==> src/rtl/core/jet_pkg.sv <==
// Shared types and constants for the Julia escape-time block.
package jet_pkg;

    // Fixed field widths
    localparam int COORD_BITS = 12;
    localparam int COUNT_BITS = 16;
    localparam int VALUE_BITS = 32;
    localparam int STEP_BITS  = 31;
    localparam int INDEX_BITS = 3;

    // Configuration register indexes
    localparam logic [INDEX_BITS-1:0] REG_C_RE      = 3'd0;
    localparam logic [INDEX_BITS-1:0] REG_C_IM      = 3'd1;
    localparam logic [INDEX_BITS-1:0] REG_ORIGIN_RE = 3'd2;
    localparam logic [INDEX_BITS-1:0] REG_ORIGIN_IM = 3'd3;
    localparam logic [INDEX_BITS-1:0] REG_STEP      = 3'd4;
    localparam logic [INDEX_BITS-1:0] REG_MAX_ITER  = 3'd5;

    // Register reset values
    localparam logic signed [VALUE_BITS-1:0] RST_C_RE      = -32'sd42278584;
    localparam logic signed [VALUE_BITS-1:0] RST_C_IM      = -32'sd36238787;
    localparam logic signed [VALUE_BITS-1:0] RST_ORIGIN_RE = -32'sd268435456;
    localparam logic signed [VALUE_BITS-1:0] RST_ORIGIN_IM = -32'sd167772160;
    localparam logic [STEP_BITS-1:0]         RST_STEP      = 31'd335544;
    localparam logic [COUNT_BITS-1:0]        RST_MAX_ITER  = 16'd100;

    // Input word
    typedef struct packed {
        logic [COORD_BITS-1:0] pixel_x;
        logic [COORD_BITS-1:0] pixel_y;
    } jet_in_t;

    // Result word
    typedef struct packed {
        logic [COUNT_BITS-1:0] iteration_count;
        logic                  escaped;
    } jet_out_t;

    // Controller states
    typedef enum logic [2:0] {
        ST_IDLE,
        ST_MAP,
        ST_LOAD,
        ST_MUL,
        ST_TEST,
        ST_FINISH
    } jet_state_t;

    // Controller to datapath commands
    typedef struct packed {
        logic capture;
        logic map_mul;
        logic load_z;
        logic mul;
        logic update;
        logic set_esc;
        logic out_load;
    } jet_cmd_t;

    // Datapath to controller status
    typedef struct packed {
        logic at_limit;
        logic escape;
        logic out_busy;
    } jet_stat_t;

endpackage

==> src/rtl/core/jet_ctrl.sv <==
// Controller: sequences mapping, iteration and result hand-off.
module jet_ctrl (
    input  logic               aclk,
    input  logic               aresetn,
    input  logic               s_valid,
    output logic               s_ready,
    input  jet_pkg::jet_stat_t stat,
    output jet_pkg::jet_cmd_t  cmd
);

    jet_pkg::jet_state_t state_reg, state_next;

    always_ff @(posedge aclk) begin
        if (!aresetn) begin
            state_reg <= jet_pkg::ST_IDLE;
        end else begin
            state_reg <= state_next;
        end
    end

    // Next state
    always_comb begin
        state_next = state_reg;
        case (state_reg)
            jet_pkg::ST_IDLE: begin
                if (s_valid) begin
                    state_next = jet_pkg::ST_MAP;
                end
            end
            jet_pkg::ST_MAP:  state_next = jet_pkg::ST_LOAD;
            jet_pkg::ST_LOAD: state_next = jet_pkg::ST_MUL;
            jet_pkg::ST_MUL: begin
                state_next = stat.at_limit ? jet_pkg::ST_FINISH : jet_pkg::ST_TEST;
            end
            jet_pkg::ST_TEST: begin
                state_next = stat.escape ? jet_pkg::ST_FINISH : jet_pkg::ST_MUL;
            end
            jet_pkg::ST_FINISH: begin
                if (!stat.out_busy) begin
                    state_next = jet_pkg::ST_IDLE;
                end
            end
            default: state_next = jet_pkg::ST_IDLE;
        endcase
    end

    // Outputs
    always_comb begin
        cmd     = '0;
        s_ready = 1'b0;
        case (state_reg)
            jet_pkg::ST_IDLE: begin
                s_ready     = 1'b1;
                cmd.capture = s_valid;
            end
            jet_pkg::ST_MAP:  cmd.map_mul = 1'b1;
            jet_pkg::ST_LOAD: cmd.load_z  = 1'b1;
            jet_pkg::ST_MUL:  cmd.mul     = 1'b1;
            jet_pkg::ST_TEST: begin
                cmd.set_esc = stat.escape;
                cmd.update  = !stat.escape;
            end
            jet_pkg::ST_FINISH: cmd.out_load = !stat.out_busy;
            default: ;
        endcase
    end

endmodule

==> config.mk <==
export PLATFORM = sky130hd
export DESIGN_NAME = jet_ctrl
export DESIGN_NICKNAME = d
export VERILOG_FILES = /design/src/rtl/core/jet_pkg.sv /design/src/rtl/core/jet_ctrl.sv
export SDC_FILE = /design/constraint.sdc
export NUM_CORES = 1
export LEC_CHECK = 0
export ABC_CLOCK_PERIOD_IN_PS = 1900
export BUFFER_PORTS_ARGS = -buffer_cell sky130_fd_sc_hd__buf_2
export CORE_AREA = 2 2 39 41
export DETAILED_ROUTE_END_ITERATION = 10
export DIE_AREA = 0 0 41 43
export GPL_TIMING_DRIVEN = 0
export PLACE_DENSITY_LB_ADDON = 0.25
export SYNTH_ARGS = -nofsm -noshare
export SYNTH_HDL_FRONTEND = slang
export SYNTH_SLANG_ARGS = --single-unit
==> constraint.sdc <==
create_clock -name aclk -period 1.9 [get_ports aclk]
set_clock_uncertainty 0.1 [all_clocks]
set_input_delay 0 -clock aclk [delete_from_list [all_inputs] [get_ports aclk]]
set_output_delay 0 -clock aclk [all_outputs]
set_load 0.01 [all_outputs]
[After elaboration in Yosys (flattened, before gate mapping)]
Index checks and enable logic that the tools add are counted.
Word-level totals
  bits in registers: 3
Operators by class
  equal/unequal tests: 7
  mux-type cells: 12
  reductions and logical operators: 4
Operators with widths (count)
  $pmux W3 S6: 1
  $mux W3: 3
  $mux W1: 7
  $eq A3 B2 Y1 const B: 2
  $eq A3 B3 Y1 const B: 2
  $ne A2 B2 Y1 const B: 2
  $eq A3 B1 Y1 const B: 1
  $logic_not A3 Y1: 1
  $logic_not A1 Y1: 2
  $mux W2: 1
  $reduce_and A2 Y1: 1

[Depth between registers and ports, before layout]
Gate-level depths: netlist of run 1.
  depth in word-level cells: 3
  depth in mapped cells: 4
  mapped depth without buffers: 3

[Least setup slack after synthesis of run 1]
OpenSTA, ideal clock, no wires.
  kind: flip-flop to flip-flop
  from: register state_reg[0]
  to: register state_reg[1]
  arrival time: 965 ps
  slack: 776 ps
  stages on the path, launching flop included: 5
  buffers on the path: 1
  path through: dfxtp_1 > buf_6 > inv_2 > nor3_1 > o31a_1
On the way
  longest elaborated chain between the ends: 3
  elaborated cells between the ends (all ways): 10
  classes of those cells: eq/ne (7); mux (1); reduce/logical (2)
Ends and longest elaborated chain
  start: declaration: line jet_ctrl.sv:11  | jet_pkg::jet_state_t state_reg, state_next;
  start signal: assignment: line jet_ctrl.sv:15  | state_reg <= jet_pkg::ST_IDLE;
  start signal: assignment: line jet_ctrl.sv:17  | state_reg <= state_next;
  $eq A3 B3 Y1 / $logic_not A3 Y1 (equally long branches): line jet_ctrl.sv:24  | case (state_reg)
  $ne A2 B2 Y1 (no source line)
  $reduce_and A2 Y1 (no source line)
Several ways; a longest one is shown, not always the timed one.
A chain may end at the register's enable or synchronous reset.

==> flow_summary.toml, run 1 <==
[floorplanning]
dieHeight_um = 43
floorplan.core_area_um2 = 1384
die-area_um2 = 1763
fp.dieW_um = 41
design.portCount = 14
std_cell_rows = 14
initial_utilization = 0.1537

[timing]
setup_tns_ns = 0
hold_viol = 0
fin_hold_ws_ns = 0.01841
final_critical_delay_including_setup_and_external_delays_ns = 1.287
fmax_mhz = 777.2
finalCritPeriodShare = 0.6772
finalMaxSlewViolations = 0
max_slew_margin = 0.8266
worst-slew-pin-transition_ns = 0.2597
finalSetupViolations = 0
rsz_0062_raised_after_global_routing = "false"

[worst_setup_path]
cp_cell_sequence = "nand2b_2 -> nor3b_1 -> buf_2"
slowest_stage = "sky130_fd_sc_hd__dfxtp_1"
worst_r2r_path_depth = 3
worst_r2r_end = "state_reg[1]"
cp_slowest_stage_delay_ns = 0.36
regToRegSetupSlack_ns = 0.74
timing.setup.critical_path_class = "reg2out"
timing.critical_path.required_ns = 1.80
timing.rr.start = "state_reg[1]"
launching_element_type_of_the_critical_path = "flop"
arrival_ns = 1.19
critical_path_maximum_fanout = 7
setup.worst_path.end_class = "output pin"

[routing]
drt_pass1_iterations = 2
post_route_antenna_net_violation_count = 0
post_drt_wl_per_cell_um = 9.356
vias_per_cell = 4.051
drt_first_iter_violations = 1
vias = 239
drcViolationCount = 0
route.final.wire_length_um = 552

[logic_synthesis]
yosys.cell_types.count = 19
yosysWarnings = 0
main_combinational_cell_family_by_area_after_synthesis = "simple AND/OR/NAND/NOR gates"
yosys.area_share.adder = 0
xor_xnor_portion_of_the_synthesized_cell_area = 0
ys_seq_elements = 3
post_synth_and_or_nand_nor_area_fraction = 0.4471
synth_seq_area_share = 0.2824
synth_compound_gate_area_share = 0.1529
synthCells = 25
mappedNetlistArea_um2 = 212.7
postSynthAreaPerCell_um2 = 8.508
muxShareOfSynthArea = 0.04706
syn-num-nets = 31

[worst_hold_path]
hold-path-cell-count = 3
timing.hold.worst.start = "stat[2]"
class_of_the_tightest_hold_or_removal_check = "in2reg"
hold-path-endpoint = "state_reg[0]"

[placement]
buffer_ports.inserted = 13
finalWeightedCongestion = 0.6153
dpl.hpwl_um = 422.9

[global_routing]
global_route.usage.total = 0.06627
largest_net_degree_at_the_start_of_global_routing = 10
grt_pass1_vias = 185
antenna_found_initial = 0
overflow = 0
grt_pass1_wl_um = 793

[layout]
register_area_um2 = 60.06
antennaDiodeCount = 0
fill_cells = 163
multi_input_area_um2 = 137.6
largest_register_ff_count = 3
flow.area_growth_from_synthesis_pct = 57.06
drive_above_1_share = 0.4884
fin_nets = 50

[clocking]
ctsResizeCount = 0
cts_made_buffers = 3
max-clock-path-buffers = 2
clock_pin_transition_on_the_worst_setup_and_hold_timing_paths_ns = 0.04
clock_latency_ns = 0.23
cts-root-buf = "sky130_fd_sc_hd__clkbuf_4"
htree_levels = 1
cts_tree = "done"
numClockSinks = 3

[pwr]
power_density_of_the_placed_cells_nw_per_um2 = 789.9
cell_leakage_power_nw = 0.1541
peakVddDrop_mv = 0.3017

[flow_run]
max_cap_violations = 0

[status]
run_status = "complete, no violations"
[synthesized netlist by cell type (all sizes together)]
master | n | area share
a21oi | 1 | 0.024
buf | 1 | 0.053
dfxtp | 3 | 0.28
inv | 1 | 0.018
mux2i | 1 | 0.047
nand2 | 2 | 0.035
nand2b | 2 | 0.071
nor2 | 3 | 0.053
nor2b | 1 | 0.029
nor3 | 3 | 0.12
nor3b | 2 | 0.094
nor4b | 1 | 0.041
o21a | 1 | 0.035
o21ai | 1 | 0.024
o22ai | 1 | 0.029
o31a | 1 | 0.041
[how the worst max path moves through the flow]
stage | start | endpoint | slack (ns) | depth (start not counted)
2_1_floorplan | state_reg[0] | state_reg[1] | 0.78 | 4
3_3_place_gp | state_reg[1] | state_reg[1] | 0.76 | 3
3_5_place_dp | state_reg[1] | state_reg[1] | 0.77 | 3
4_1_cts | state_reg[2] | cmd[1] | 0.60 | 3
5_1_grt | state_reg[2] | cmd[1] | 0.53 | 3
6_report | state_reg[1] | cmd[1] | 0.61 | 3
[cell usage in the layout (no fill, tap or decap), drive strengths merged]
master | Yosys | layout
o21a | 1 | 1
nor4b | 1 | 1
nor3 | 3 | 3
o21ai | 1 | 1
nor2b | 1 | 1
dlygate4sd3 | 0 | 1
nand2 | 2 | 2
buf | 1 | 14
nor2 | 3 | 3
nor3b | 2 | 2
o22ai | 1 | 1
clkbuf | 0 | 4
o31a | 1 | 1
a21oi | 1 | 1
mux2i | 1 | 1
dfxtp | 3 | 3
nand2b | 2 | 2
inv | 1 | 1
[power by group]
part / total, mW / switching, mW / internal (mW)
Clock: 0.109 / 0.0308 / 0.0786
Combinational: 0.0772 / 0.0395 / 0.0377
Sequential: 0.0773 / 0.00754 / 0.0698
Total: 0.264 / 0.0778 / 0.186
[cells by family (layout without fill, tap and decap cells)]
kind of cell	after synthesis	after routing
and+or+nand+nor	14	14
AOI/OAI and AO/OA	5	5
DFF	3	3
buffers and inverters	2	20
muxes	1	1
[layer usage]
layer / track usage / wire [um] / vias to the layer above
li1: - / - / 127
met1: 0.1093 / 295 / 99
met2: 0.07188 / 193 / 13
met3: 0.03141 / 63 / 0
met4: 0.02000 / 0 / 0
met5: 0 / 0 / -
[repair_timing]
item | CTS | global route
hold endpoints to repair | 3 | 0
hold buffers | 1 | 0
setup buffers | 0 | 0
[cell type report]
| cell class | instances | area share |
|---|---|---|
| tap | 16 | 0.05993 |
| sequential | 3 | 0.1798 |
| multi-input combinational | 20 | 0.4120 |
| timing repair buffer | 14 | 0.2247 |
| inverter | 1 | 0.01124 |
| buffer | 1 | 0.03371 |
| clock buffer | 4 | 0.07865 |
[critical path: cells and delay by family (launching register included)]
kind,cells,cell delay [ns]
flops,1,0.36
buf+inv,1,0.15
simple gates,2,0.46
[through the flow]
step | std cells | util | area [um2] | worst slack, ns | power (mW)
2_1_floorplan | 25 | - | 212.7 | 0.7759 | 0.1263
3_3_place_gp | 54 | 0.2152 | 297.8 | 0.7585 | 0.1543
3_5_place_dp | 54 | 0.2152 | 297.8 | 0.7665 | 0.1541
4_1_cts | 59 | 0.2414 | 334.1 | 0.5969 | 0.2691
5_1_grt | 59 | 0.2414 | 334.1 | 0.5299 | 0.2847
6_report | 59 | 0.2414 | 334.1 | 0.6134 | 0.2639
No activity file was read; power rests on OpenSTA's default activity.
==> run 2, diff against run 1 <==
- ABC_AREA: default -> 1
- ABC_CLOCK_PERIOD_IN_PS: 1900 -> 1340
- clock period: 1.9 -> 1.34 ns (I/O delays scaled with it)
==> flow_summary.toml, run 2 <==
[status]
run_status = "complete, no violations"

[worst_setup_path]
cp_slowest_stage_delay_ns = 0.34
critical_path_maximum_fanout = 5
worst_r2r_end = "state_reg[0]"
timing.rr.start = "state_reg[1]"
regToRegSetupSlack_ns = 0.22
timing.critical_path.required_ns = 1.24
worst_r2r_path_depth = 5
cp_cell_sequence = "nor2_1 -> nand2_1 -> nor2_1 -> buf_2"
arrival_ns = 1.09
timing.critical_path.mode_cell = "sky130_fd_sc_hd__nor2_1"
launching_element_type_of_the_critical_path = "flop"
setup.worst_path.end_class = "output pin"
slowest_stage = "sky130_fd_sc_hd__dfxtp_1"
critical-path-top-delay-family = "simple AND/OR/NAND/NOR gates"
cp_num_buf_inv = 1
timing.setup.critical_path_class = "reg2out"

[clocking]
max-clock-path-buffers = 2
cts_setup_buffers = 0
clock_latency_ns = 0.23
htree_levels = 1
cts_made_buffers = 3
numClockSinks = 3
clock_pin_transition_on_the_worst_setup_and_hold_timing_paths_ns = 0.03
cts_tree = "done"
cts-root-buf = "sky130_fd_sc_hd__clkbuf_4"

[routing]
post_route_antenna_net_violation_count = 0
drt_first_iter_violations = 8
dr_wl_met3_um = 71
vias = 269
top_layer = "met3"
met2WireLength_um = 218
vias_per_cell = 3.789
drcViolationCount = 0
route.final.wire_length_um = 587
met1Wirelength_um = 296
post_drt_wl_per_cell_um = 8.268
drt_pass1_iterations = 4

[logic_synthesis]
synth_top_cell_by_area = "sky130_fd_sc_hd__dfxtp_1"
synthCells = 37
post_synth_top_flop = "sky130_fd_sc_hd__dfxtp_1"
ys_seq_elements = 3
synth.cells.most_frequent = "9 x sky130_fd_sc_hd__inv_1, 6 x sky130_fd_sc_hd__nand3_1, 6 x sky130_fd_sc_hd__nor2_1"
asyncSetResetFlopFracSynth = 0
number_of_enable_flip_flop_cells_after_synthesis = 0
yosys.cell_types.count = 11
leading_post_synthesis_cells_by_cell_area = "sky130_fd_sc_hd__dfxtp_1 29%, sky130_fd_sc_hd__inv_1 16%, sky130_fd_sc_hd__nand3_1 14%"
synth_seq_area_share = 0.2892
yosysWarnings = 0
yosysTopAreaCellShare = 0.2892
syn-num-nets = 43
mappedNetlistArea_um2 = 207.7
postSynthAreaPerCell_um2 = 5.613
yosysMostFrequentCell = "sky130_fd_sc_hd__inv_1"

[placement]
dpl.hpwl_um = 460.1
buffer_ports.inserted = 13
finalWeightedCongestion = 0.6951

[floorplanning]
dieHeight_um = 43
fp.dieW_um = 41
die-area_um2 = 1763
std_cell_rows = 14
design.portCount = 14
initial_utilization = 0.1501
floorplan.core_area_um2 = 1384

[global_routing]
global_route.usage.total = 0.07214
antenna_found_initial = 0
grt_pass1_vias = 240
grt_pass1_wl_um = 834
largest_net_degree_at_the_start_of_global_routing = 8
overflow = 0

[layout]
post-route-util = 0.2378
largest_register_ff_count = 3
multi_input_area_um2 = 106.4
fill_cells = 164
drive_above_1_share = 0.3455
layout_common_cells = "13 x sky130_fd_sc_hd__buf_2, 9 x sky130_fd_sc_hd__inv_1, 6 x sky130_fd_sc_hd__nand3_1, 6 x sky130_fd_sc_hd__nor2_1, 5 x sky130_fd_sc_hd__nand2_1"
register_area_um2 = 60.06
fin_nets = 62
flow.area_growth_from_synthesis_pct = 58.43
antennaDiodeCount = 0
mostFrequentLayoutCell = "sky130_fd_sc_hd__buf_2"

[worst_hold_path]
timing.hold.worst.start = "stat[1]"
class_of_the_tightest_hold_or_removal_check = "in2reg"
hold-path-endpoint = "state_reg[1]"
hold-path-cell-count = 4

[timing]
worst-slew-pin-transition_ns = 0.2472
setup_tns_ns = 0
max_slew_margin = 0.8349
finalCritPeriodShare = 0.8848
hold_viol = 0
final_critical_delay_including_setup_and_external_delays_ns = 1.186
finalMaxSlewViolations = 0
finalSetupViolations = 0
rsz_0062_raised_after_global_routing = "false"
fmax_mhz = 843.5

[pwr]
peakVddDrop_mv = 0.5369
power_density_of_the_placed_cells_nw_per_um2 = 1179
cell_leakage_power_nw = 0.2030

[flow_run]
max_cap_violations = 0
## run 2: cell count changes after synthesis, moves of 2 or more
cell | previous run | this run
sky130_fd_sc_hd__a31oi_1 | 0 | 2
sky130_fd_sc_hd__inv_1 | 0 | 9
sky130_fd_sc_hd__nand2_1 | 2 | 5
sky130_fd_sc_hd__nand3_1 | 0 | 6
sky130_fd_sc_hd__nor2_1 | 3 | 6
## run 2: worst max path at each step
stage | start | slack, ns | cells past startpoint | to
floorplan | state_reg[0] | 0.37 | 5 | state_reg[0]
global placement | state_reg[1] | 0.24 | 5 | state_reg[0]
detailed placement | state_reg[1] | 0.23 | 5 | state_reg[0]
CTS | state_reg[1] | 0.14 | 4 | cmd[2]
global route | state_reg[2] | 0.04 | 3 | cmd[0]
finish | state_reg[1] | 0.15 | 4 | cmd[1]
## run 2: metal layers
| layer | up-vias | GRT usage |
|---|---|---|
| li1 | 152 | - |
| met1 | 104 | 0.08626 |
| met2 | 13 | 0.1031 |
| met3 | 0 | 0.04712 |
| met4 | 0 | 0.02000 |
| met5 | - | 0 |
## run 2: what timing repair did
action | CTS | global route
gates resized for setup | 0 | 0
hold buffers | 1 | 0
hold endpoints to repair | 3 | 0
## run 2: report_power, final
group | switching (mW) | internal (mW) | total, mW
Clock | 0.0446 | 0.111 | 0.156
Combinational | 0.0684 | 0.0482 | 0.117
Sequential | 0.0148 | 0.101 | 0.115
Total | 0.128 | 0.260 | 0.388
## run 2: final cells by class
class	instances	share of cell area
tap	16	0.06084
clock buffer	4	0.07985
multi-input combinational	23	0.3232
timing repair buffer	14	0.2281
sequential	3	0.1825
inverter	11	0.1255
## run 2: logic make-up after synthesis
group / Yosys count / share of synthesized area
and+or+nand+nor: 19 / 0.3976
buffers and inverters: 11 / 0.1988
AOI/OAI and AO/OA: 4 / 0.1144
DFF: 3 / 0.2892
## run 2: stage by stage
step                      area, um2  total power [mW]  hold WS, ns  setup slack, ns  cells
after detailed placement      292.8            0.2310       0.1234           0.2344     66
after global placement        292.8            0.2308       0.1269           0.2431     66
final                         329.1            0.3880      0.01405           0.1544     71
after CTS                     329.1            0.3988      0.01115           0.1448     71
after floorplan               207.7            0.1872     -0.05247           0.3662     37
after global routing          329.1            0.4199      0.02972          0.04435     71
## run 2: worst min-delay path, stage by stage
cell                      delay (ns)
sky130_fd_sc_hd__buf_2          0.07
sky130_fd_sc_hd__inv_1          0.05
sky130_fd_sc_hd__nand3_1        0.10
sky130_fd_sc_hd__a31oi_1        0.07
==> run 3, diff against run 2 <==
==> constraint.sdc (replaced) <==
create_clock -name aclk -period 1.34 [get_ports aclk]
set_clock_uncertainty 0.1 [all_clocks]
set_input_delay 0.268 -clock aclk [delete_from_list [all_inputs] [get_ports aclk]]
set_output_delay 0.268 -clock aclk [all_outputs]
set_load 0.01 [all_outputs]
==> flow_summary.toml, run 3 (synthesis gave the netlist of run 2 again) <==
[clocking]
clock_latency_ns = 0.23
htree_levels = 1
cts_tree = "done"
cts-root-buf = "sky130_fd_sc_hd__clkbuf_4"
cts_made_buffers = 3
ctsHoldBuffers = 0
numClockSinks = 3
clock_pin_transition_on_the_worst_setup_and_hold_timing_paths_ns = 0.03
max-clock-path-buffers = 2

[routing]
drcViolationCount = 0
post_route_antenna_net_violation_count = 0
drt_pass1_iterations = 2
post_drt_wl_per_cell_um = 9.132
drt_first_iter_violations = 5
route.final.wire_length_um = 694
vias_per_cell = 4.026
vias = 306

[timing]
setup_slack_ns = -0.04122
worst-slew-pin-transition_ns = 0.1659
finalMaxSlewViolations = 0
finalSetupViolations = 5
fmax_mhz = 724.0
hold_viol = 0
rsz_0062_raised_after_global_routing = "true"
finalCritPeriodShare = 1.031
setup_tns_ns = -0.1189
max_slew_margin = 0.8889
final_critical_delay_including_setup_and_external_delays_ns = 1.381

[pwr]
power.combinational.fraction = 0.377
cell_leakage_power_nw = 0.2355
sequentialPowerShare = 0.280
internal-power_uw = 299.1
power_density_of_the_placed_cells_nw_per_um2 = 1107
net_sw_frac = 0.3455
power_switching_uw = 157.9
peakVddDrop_mv = 0.5407
clkPwrFrac = 0.343

[worst_hold_path]
class_of_the_tightest_hold_or_removal_check = "in2reg"
hold-path-endpoint = "state_reg[2]"
hold-path-cell-count = 3
timing.hold.worst.start = "aresetn"

[status]
violations_in_the_final_reports = "negative setup slack"
run_status = "complete, but fails checks"

[layout]
fin_nets = 67
drive_above_1_share = 0.5833
mostFrequentLayoutCell = "sky130_fd_sc_hd__buf_2"
largest_register_ff_count = 3
layout_common_cells = "13 x sky130_fd_sc_hd__buf_2, 8 x sky130_fd_sc_hd__inv_1, 6 x sky130_fd_sc_hd__buf_4"
antennaDiodeCount = 0
instances_no_fill = 76
flow.area_growth_from_synthesis_pct = 98.80

[worst_setup_path]
worst_r2r_path_depth = 5
critical_path_maximum_fanout = 5
arrival_ns = 1.01
timing.setup.critical_path_class = "reg2out"
timing.critical_path.required_ns = 0.97
worst_r2r_end = "state_reg[0]"
regToRegSetupSlack_ns = 0.20
timing.rr.start = "state_reg[1]"
setup.worst_path.end_class = "output pin"
launching_element_type_of_the_critical_path = "flop"

[global_routing]
overflow = 0
antenna_found_initial = 0
global_route.usage.total = 0.08317
largest_net_degree_at_the_start_of_global_routing = 8
grt_pass1_wl_um = 959
grt_pass1_vias = 278

[floorplanning]
floorplan.core_area_um2 = 1384
initial_utilization = 0.1501
dieHeight_um = 43
fp.dieW_um = 41
design.portCount = 14
die-area_um2 = 1763
std_cell_rows = 14

[placement]
dp_worst_setup_slack_ns = 0.1332
cell_count_after_placement = 66
dpl.hpwl_um = 460.1
buffer_ports.inserted = 13
finalWeightedCongestion = 0.6951

[flow_run]
max_cap_violations = 0
[run 3: cell count changes in the layout (fill, tap and decap cells not counted), sizes merged]
cell,change
dlygate4sd3,-1
buf,+6
[run 3: layer usage]
| layer | vias to the layer above | GRT usage | part of all wire |
|---|---|---|---|
| li1 | 162 | - | - |
| met1 | 131 | 0.08946 | 0.45 |
| met2 | 13 | 0.1344 | 0.45 |
| met3 | 0 | 0.04712 | 0.10 |
| met4 | 0 | 0.02000 | 0 |
| met5 | - | 0 | 0 |
[run 3: per-stage QoR]
| step | hold slack (ns) | instance area [um2] | total power [mW] | utilization |
|---|---|---|---|---|
| global placement | 0.3949 | 292.8 | 0.2308 | 0.2116 |
| finish | 0.1678 | 412.9 | 0.4570 | 0.2984 |
| CTS | 0.1529 | 377.9 | 0.4384 | 0.2731 |
| floorplan | 0.2764 | 207.7 | 0.1872 | - |
| global route | 0.1718 | 412.9 | 0.4865 | 0.2984 |
| detailed placement | 0.3914 | 292.8 | 0.2310 | 0.2116 |
[run 3: power by group through the flow]
stage          logic (mW)  clock network (mW)  registers (mW)
2_1_floorplan      0.0740                   0           0.113
3_3_place_gp        0.114                   0           0.117
3_5_place_dp        0.115                   0           0.116
6_report            0.172               0.157           0.128
5_1_grt             0.187               0.172           0.128
4_1_cts             0.148               0.165           0.125
[run 3: critical path, cell delays in order, from the launching register on]
cell	delay, ns
sky130_fd_sc_hd__dfxtp_4	0.36
sky130_fd_sc_hd__nor2_4	0.14
sky130_fd_sc_hd__nand3_1	0.10
sky130_fd_sc_hd__inv_1	0.06
sky130_fd_sc_hd__buf_2	0.12
[run 3: how the worst max path moves through the flow]
stage	endpoint	slack, ns	cells past startpoint	start
6_report	cmd[2]	-0.04	4	state_reg[1]
5_1_grt	cmd[2]	-0.08	4	state_reg[1]
4_1_cts	cmd[0]	-0.03	4	state_reg[1]
3_5_place_dp	cmd[2]	0.13	4	state_reg[1]
3_3_place_gp	cmd[2]	0.13	4	state_reg[1]
2_1_floorplan	cmd[6]	0.24	3	state_reg[1]
[run 3: area by class of cell]
| type | count | area, um2 |
|---|---|---|
| Fill cell | 161 | 970.9 |
| Multi-Input combinational cell | 23 | 136.4 |
| Timing Repair Buffer | 19 | 110.1 |
| Sequential cell | 3 | 71.32 |
| Inverter | 11 | 48.80 |
| Clock buffer | 4 | 26.28 |
| Tap cell | 16 | 20.02 |
[run 3: timing repair]
action                                  4_1_cts  5_1_grt
endpoints found under the setup margin        8        7
gates resized for setup                      14        4
pin swaps                                     2        4
buffers inserted                              3        3
